<file path="src/design/cmr_pkg.sv">
// Shared constants and codes for the contact manifold reducer.
package cmr_pkg;

  localparam int MAX_POINTS = 4;
  localparam int NCAND      = MAX_POINTS + 1;
  localparam int IDX_W      = 3;
  localparam int SLOT_W     = 2;
  localparam int CNT_W      = 3;
  localparam int MUL_DIGIT  = 8;

  localparam logic KIND_ADD   = 1'b0;
  localparam logic KIND_CLEAR = 1'b1;

endpackage

</file>
<file path="src/design/cmr_front.sv">
// Front end: accepts requests, classifies them and holds them in a short queue.
module cmr_front #(
  parameter int DW = 120
) (
  input  logic          clk,
  input  logic          rst_n,
  input  logic          in_tvalid,
  output logic          in_tready,
  input  logic          in_kind,
  input  logic [DW-1:0] in_data,
  output logic          q_valid,
  input  logic          q_pop,
  output logic          q_clear,
  output logic [DW-1:0] q_data
);

  logic [DW-1:0] data_r [2];
  logic          clear_r [2];
  logic          wr_ptr_r, wr_ptr_nxt;
  logic          rd_ptr_r, rd_ptr_nxt;
  logic [1:0]    cnt_r, cnt_nxt;
  logic          push;
  logic          pop;

  assign in_tready = (cnt_r != 2'd2);
  assign push      = in_tvalid && in_tready;
  assign q_valid   = (cnt_r != 2'd0);
  assign pop       = q_pop && q_valid;
  assign q_clear   = clear_r[rd_ptr_r];
  assign q_data    = data_r[rd_ptr_r];

  always_comb begin
    wr_ptr_nxt = push ? ~wr_ptr_r : wr_ptr_r;
    rd_ptr_nxt = pop ? ~rd_ptr_r : rd_ptr_r;
    cnt_nxt    = cnt_r + 2'(push) - 2'(pop);
  end

  always_ff @(posedge clk) begin
    if (!rst_n) begin
      wr_ptr_r <= 1'b0;
      rd_ptr_r <= 1'b0;
      cnt_r    <= 2'd0;
    end else begin
      wr_ptr_r <= wr_ptr_nxt;
      rd_ptr_r <= rd_ptr_nxt;
      cnt_r    <= cnt_nxt;
    end
  end

  always_ff @(posedge clk) begin
    if (push) begin
      data_r[wr_ptr_r]  <= in_data;
      clear_r[wr_ptr_r] <= (in_kind == cmr_pkg::KIND_CLEAR);
    end
  end

  a_cnt_range: assert property (@(posedge clk) disable iff (!rst_n) cnt_r <= 2'd2)
    else $error("request queue count out of range");
  a_cnt_up: assert property (@(posedge clk) disable iff (!rst_n)
    (push && !pop) |=> cnt_r == $past(cnt_r) + 2'd1)
    else $error("request queue count did not follow a push");
  a_cnt_down: assert property (@(posedge clk) disable iff (!rst_n)
    (pop && !push) |=> cnt_r == $past(cnt_r) - 2'd1)
    else $error("request queue count did not follow a pop");

endmodule

</file>
<file path="config.mk">
export PLATFORM = sky130hd
export DESIGN_NAME = cmr_front
export DESIGN_NICKNAME = d
export VERILOG_FILES = /design/src/design/cmr_pkg.sv /design/src/design/cmr_front.sv
export SDC_FILE = /design/constraint.sdc
export NUM_CORES = 1
export LEC_CHECK = 0
export ABC_CLOCK_PERIOD_IN_PS = 7300
export BUFFER_PORTS_ARGS = -buffer_cell sky130_fd_sc_hd__buf_4
export CORE_ASPECT_RATIO = 1.4
export CORE_MARGIN = 1
export CORE_UTILIZATION = 45
export DETAILED_ROUTE_END_ITERATION = 12
export PLACE_DENSITY = 0.7
export SLEW_MARGIN = 20
export SYNTH_ARGS = -nofsm -noshare
export SYNTH_HDL_FRONTEND = slang
export SYNTH_SLANG_ARGS = --single-unit
export TNS_END_PERCENT = 10
</file>
<file path="constraint.sdc">
create_clock -name clk -period 7.3 [get_ports clk]
set_input_delay 0.365 -clock clk [delete_from_list [all_inputs] [get_ports clk]]
set_output_delay 0.365 -clock clk [all_outputs]
set_load 0.05 [all_outputs]
</file>
== Word level (Yosys, flattened, before mapping) ==
Memories as Yosys holds them, arrays and structs flattened. A register that Yosys moved wholly into a read port is not among the register bits.
Index checks and enable logic that the tools add are counted.
Cells by class
  bitwise operators: 2
  muxes and demuxes: 6
  reduce and logical (&&, ||, !) cells: 3
  $add $sub $neg: 2
  eq/ne operators: 1
Operator list (count)
  two-way mux 1 bit: 6
  adder 2 x 1 -> 2 bit: 1
  logical AND 1 bit: 2
  != test 2 bit (second input constant): 1
  inverter 1 bit: 2
  nonzero test 2 bit: 1
  subtractor 2 x 1 -> 2 bit: 1
Storage, ports and cells
  register bits: 4
  bits in writable memories: 242
  word-level logic and storage cells: 19
  memories kept: 2
Memory list
  data_r: words 2, bits a word 120, rd ports 1, clocked after Yosys merged registers in 1, write ports 1, line cmr_front.sv:17  | logic [DW-1:0] data_r [2];
  clear_r: words 2, bits a word 1, rd ports 1, clocked after Yosys merged registers in 1, write ports 1, line cmr_front.sv:18  | logic clear_r [2];

== Logic depth before layout (Yosys ltp) ==
  depth after elaboration: 4
  gate-level depth with buffers: 8
  mapped depth without buffers: 8

== Worst setup path before layout ==
Ideal clock, no wire load.
  kind: register to register
  from: reg cnt_r[0]
  to: mem clear_r[0], enable pin
  clock period less this slack: 6.664 ns
  path slack: 0.636 ns
  path buffers: 0
  data arrival time: 6.061 ns
  stages on the path, launching flop included: 4
  cells stage by stage: dfxtp_1 > nand2b_1 > nand2_1 > nor2_1
On the way
  cells in the longest elaborated chain, start to end: 4
RTL lines
  from (decl): line cmr_front.sv:21  | logic [1:0] cnt_r, cnt_nxt;
  from (signal assigned): line cmr_front.sv:46  | cnt_r <= cnt_nxt;
  != test 2 bit: line cmr_front.sv:25  | assign in_tready = (cnt_r != 2'd2);
  via in_tready: line cmr_front.sv:8  | output logic in_tready,
  logical AND 1 bit: line cmr_front.sv:26  | assign push = in_tvalid && in_tready;
  two-way mux 1 bit: line cmr_front.sv:51  | if (push) begin
  two-way mux 1 bit (not written as such): line cmr_front.sv:53  | clear_r[wr_ptr_r] <= (in_kind == cmr_pkg::KIND_CLEAR);
  to (decl): line cmr_front.sv:18
The timed path passes the listed nets, and every way through them passes these cells.

==> impl_metrics.yaml <==
grt:
  grt_max_degree: 69
  grt_first_pass_wirelength_um: 25400
  track_usage_pct: 16.3
  grt_overflow_total: 0
  first_global_vias: 4994
  antenna_found_initial: 0
critical_path:
  slowest_stage: "dfxtp_4"
  critical_path_class: "flip-flop to output pin"
  cpPeakStageDelay_ns: 0.92
  cp.required_ns: 6.93
  worstPathMaxFanout: 65
  cp_num_cells: 3
  endpoint_kind: "output pin"
  cp-start-kind: "flip-flop"
  rrSetupSlack_ns: 4.61
  r2r_end: "data_r[0][12]$_DFFE_PP_"
  cp_top_family: "flip-flops"
  worstReg2RegStart: "cnt_r[0]$_SDFF_PN0_"
  r2r_cells: 5
  cp_cell_sequence: "buf_4, mux2_2, buf_4"
  crit_path_frequent_cell: "buf_4"
  crit_arrival_ns: 2.81
  path_buf_inv: 2
synthesis:
  synth_seq_cells: 247
  ys_seq_area_share_pct: 82.0
  synth.avg_cell_area_um2: 22.5
  synth_cells: 400
  synthTopCellsByArea: "edfxtp_1 81%, mux2_2 15%, buf_6 1.1%"
  synth_top_cell_by_area: "edfxtp_1"
  synthesis.nets: 527
  ys_types: 18
  synth_area_um2: 8990
  synth_top_area_share_pct: 80.9
  yosys_warnings: 0
pwr:
  p_int_mw: 2.97
  p_total_mw: 4.60
  cellLeakagePower_nw: 4.36
  power_frac_comb_pct: 35.0
  swShare_pct: 35.4
  pwr-share-clk_pct: 24.3
  switchingPower_mw: 1.63
  power_density_nw_per_um2: 390
  peakVddDrop_uv: 290
  p_seq_share_pct: 40.7
sta:
  finalMaxSlewViolations: 0
  rsz0062_at_grt: "no"
  finalHoldViolCount: 0
  max_freq_mhz: 314
  post-route-worst-setup-slack_ns: 4.12
  period_share_pct: 43.6
  min_period_ns: 3.18
  fin_skew_ns: 0.00553
  finalSetupViolations: 0
  relSlewSlack_pct: 38.5
  setup_tns_ns: 0
  worst_pin_slew_ns: 0.923
placement:
  gp_congestion: 0.726
  dp_hpwl_um: 11200
  place_ws_ns: 4.59
  portBuffers: 247
layout:
  area_growth_pct: 31.1
  fin_nets: 790
  drive_gt1_share_pct: 59.8
  multiInputGateArea_um2: 1510
  num-fill-cells: 1475
  n_antenna_cell: 0
  seq_area_um2: 7370
floorplanning:
  ios: 248
  die_w_um: 121
  fp-row-count: 60
  die_area_um2: 20500
  die_h_um: 169
  start_util_pct: 46.4
  core_um2: 19400
clocking:
  h-tree-depth: 1
  path_clk_slew_ns: 0.06
  clock_sinks: 247
  clk_latency_ns: 0.50
  post_cts.repair.setup_buffers: 0
  numCtsBuffers: 23
  cts_root_buf: "clkbuf_16"
  post_cts_resized: 0
  cts_tree: "done"
  clk_path_buf_depth: 3
  hold_buffers: 0
drt:
  route.met3.wl_um: 1220
  wl_um: 17100
  num_vias: 4568
  drt_iter0_markers: 272
  drc: 0
  wl_met2_um: 9440
  drt_pre_antenna_iters: 4
  drt-met1-wl_um: 6010
  top_layer_used: "met4"
  viasPerCell: 4.93
  wl_per_cell_um: 18.4
  final_antenna_net_count: 0
hold_path:
  hold_path_startpoint: "in_data[4]"
  hold_end: "data_r[1][4]$_DFFE_PP_"
  hold_path_class: "primary input to flip-flop"
  hold_depth: 1
outcome:
  status: "finished, final reports clean"
flow_run:
  maxCapViolations: 0
==> synth_stat cells <==
cell / count
and2_1: 2
and3_1: 1
buf_2: 3
buf_4: 1
buf_6: 9
dfxtp_1: 5
edfxtp_1: 242
ha_1: 2
inv_1: 1
mux2_2: 121
mux2i_1: 1
nand2_1: 2
nand2b_1: 2
nor2_1: 1
nor2b_1: 2
o21a_1: 1
or2_2: 1
xnor2_1: 3
==> logic make-up after synthesis <==
group | after synthesis | synth area share (%)
xor+xnor | 3 | 0.292
mux | 122 | 15.3
flops | 247 | 82.0
simple gates | 11 | 0.682
compound gates | 1 | 0.0836
fa+ha+maj | 2 | 0.278
buf+inv | 14 | 1.42
==> power groups by stage <==
stage	Sequential (mW)	Combinational [mW]	Clock [mW]
6_report	1.87	1.61	1.12
5_1_grt	1.90	1.67	1.20
4_1_cts	1.88	1.63	1.15
3_5_place_dp	1.91	1.62	0
3_3_place_gp	1.89	1.61	0
2_1_floorplan	1.87	1.21	0
==> layer usage <==
metal / GRT usage, % / up-vias
li1: - / 2110
met1: 17.3 / 2261
met2: 30.6 / 171
met3: 4.27 / 26
met4: 5.48 / 0
met5: 0 / -
==> stage by stage <==
stage,instance area [um^2],hold slack [ns],util (%),cells
after global placement,11100,0.504,57.2,886
after detailed placement,11100,0.525,57.2,886
after CTS,11800,0.0295,60.8,927
final,11800,0.0521,60.8,927
after global routing,11800,0.0321,60.8,927
after floorplan,8990,0.455,-,400
==> layout make-up <==
class,instances,share of cell area [%]
flip-flops and latches,247,62.6
repair buffers,251,16.0
multi-input cells,139,12.8
clock buffers,35,5.52
well taps,248,2.63
clock inverters,6,0.478
inverters,1,0.0319
==> how the worst max path moves through the flow <==
stage	start	to	slack (ns)
floorplan	cnt_r[0]$_SDFF_PN0_	clear_r[0]$_DFFE_PP_	0.64
global placement	flip-flop	q_data[88]	4.60
detailed placement	flip-flop	q_data[88]	4.59
CTS	flip-flop	q_data[88]	4.05
global route	flip-flop	q_data[78]	3.95
finish	flip-flop	q_data[78]	4.12
==> sequential cells by signal, summed over array words and instances (netlist names), named ones only <==
| signal | flops |
|---|---|
| data_r | 240 |
| wr_ptr_r | 1 |
| clear_r | 2 |
| cnt_r | 2 |
| rd_ptr_r | 1 |
==> worst reg2reg max path: cells and delay by family, from the launching register on <==
family / cells / cell delay [ns]
buffers and inverters: 2 / 1.43
flip-flops: 1 / 0.37
AND/OR/NAND/NOR: 3 / 0.43
==> cells in the final DEF (no fill, tap or decap) <==
master     synthesis  final
clkbuf_8           0      3
bufinv_16          0      1
mux2_2           121    121
clkbuf_16          0     23
buf_4              1    251
dfxtp_4            0      1
mux2i_1            1      1
clkinv_4           0      1
nand2b_1           2      2
o21a_1             1      1
inv_1              1      1
and2_1             2      2
clkinv_1           0      2
nand2_1            2      2
or2_2              1      1
nor2_4             0      1
nor2b_1            2      2
edfxtp_1         242    242
and3_4             0      1
ha_1               2      2
clkinv_2           0      2
clkbuf_1           0      9
dfxtp_1            5      4
xnor2_1            3      3
No activity file was read; power rests on OpenSTA's default activity.
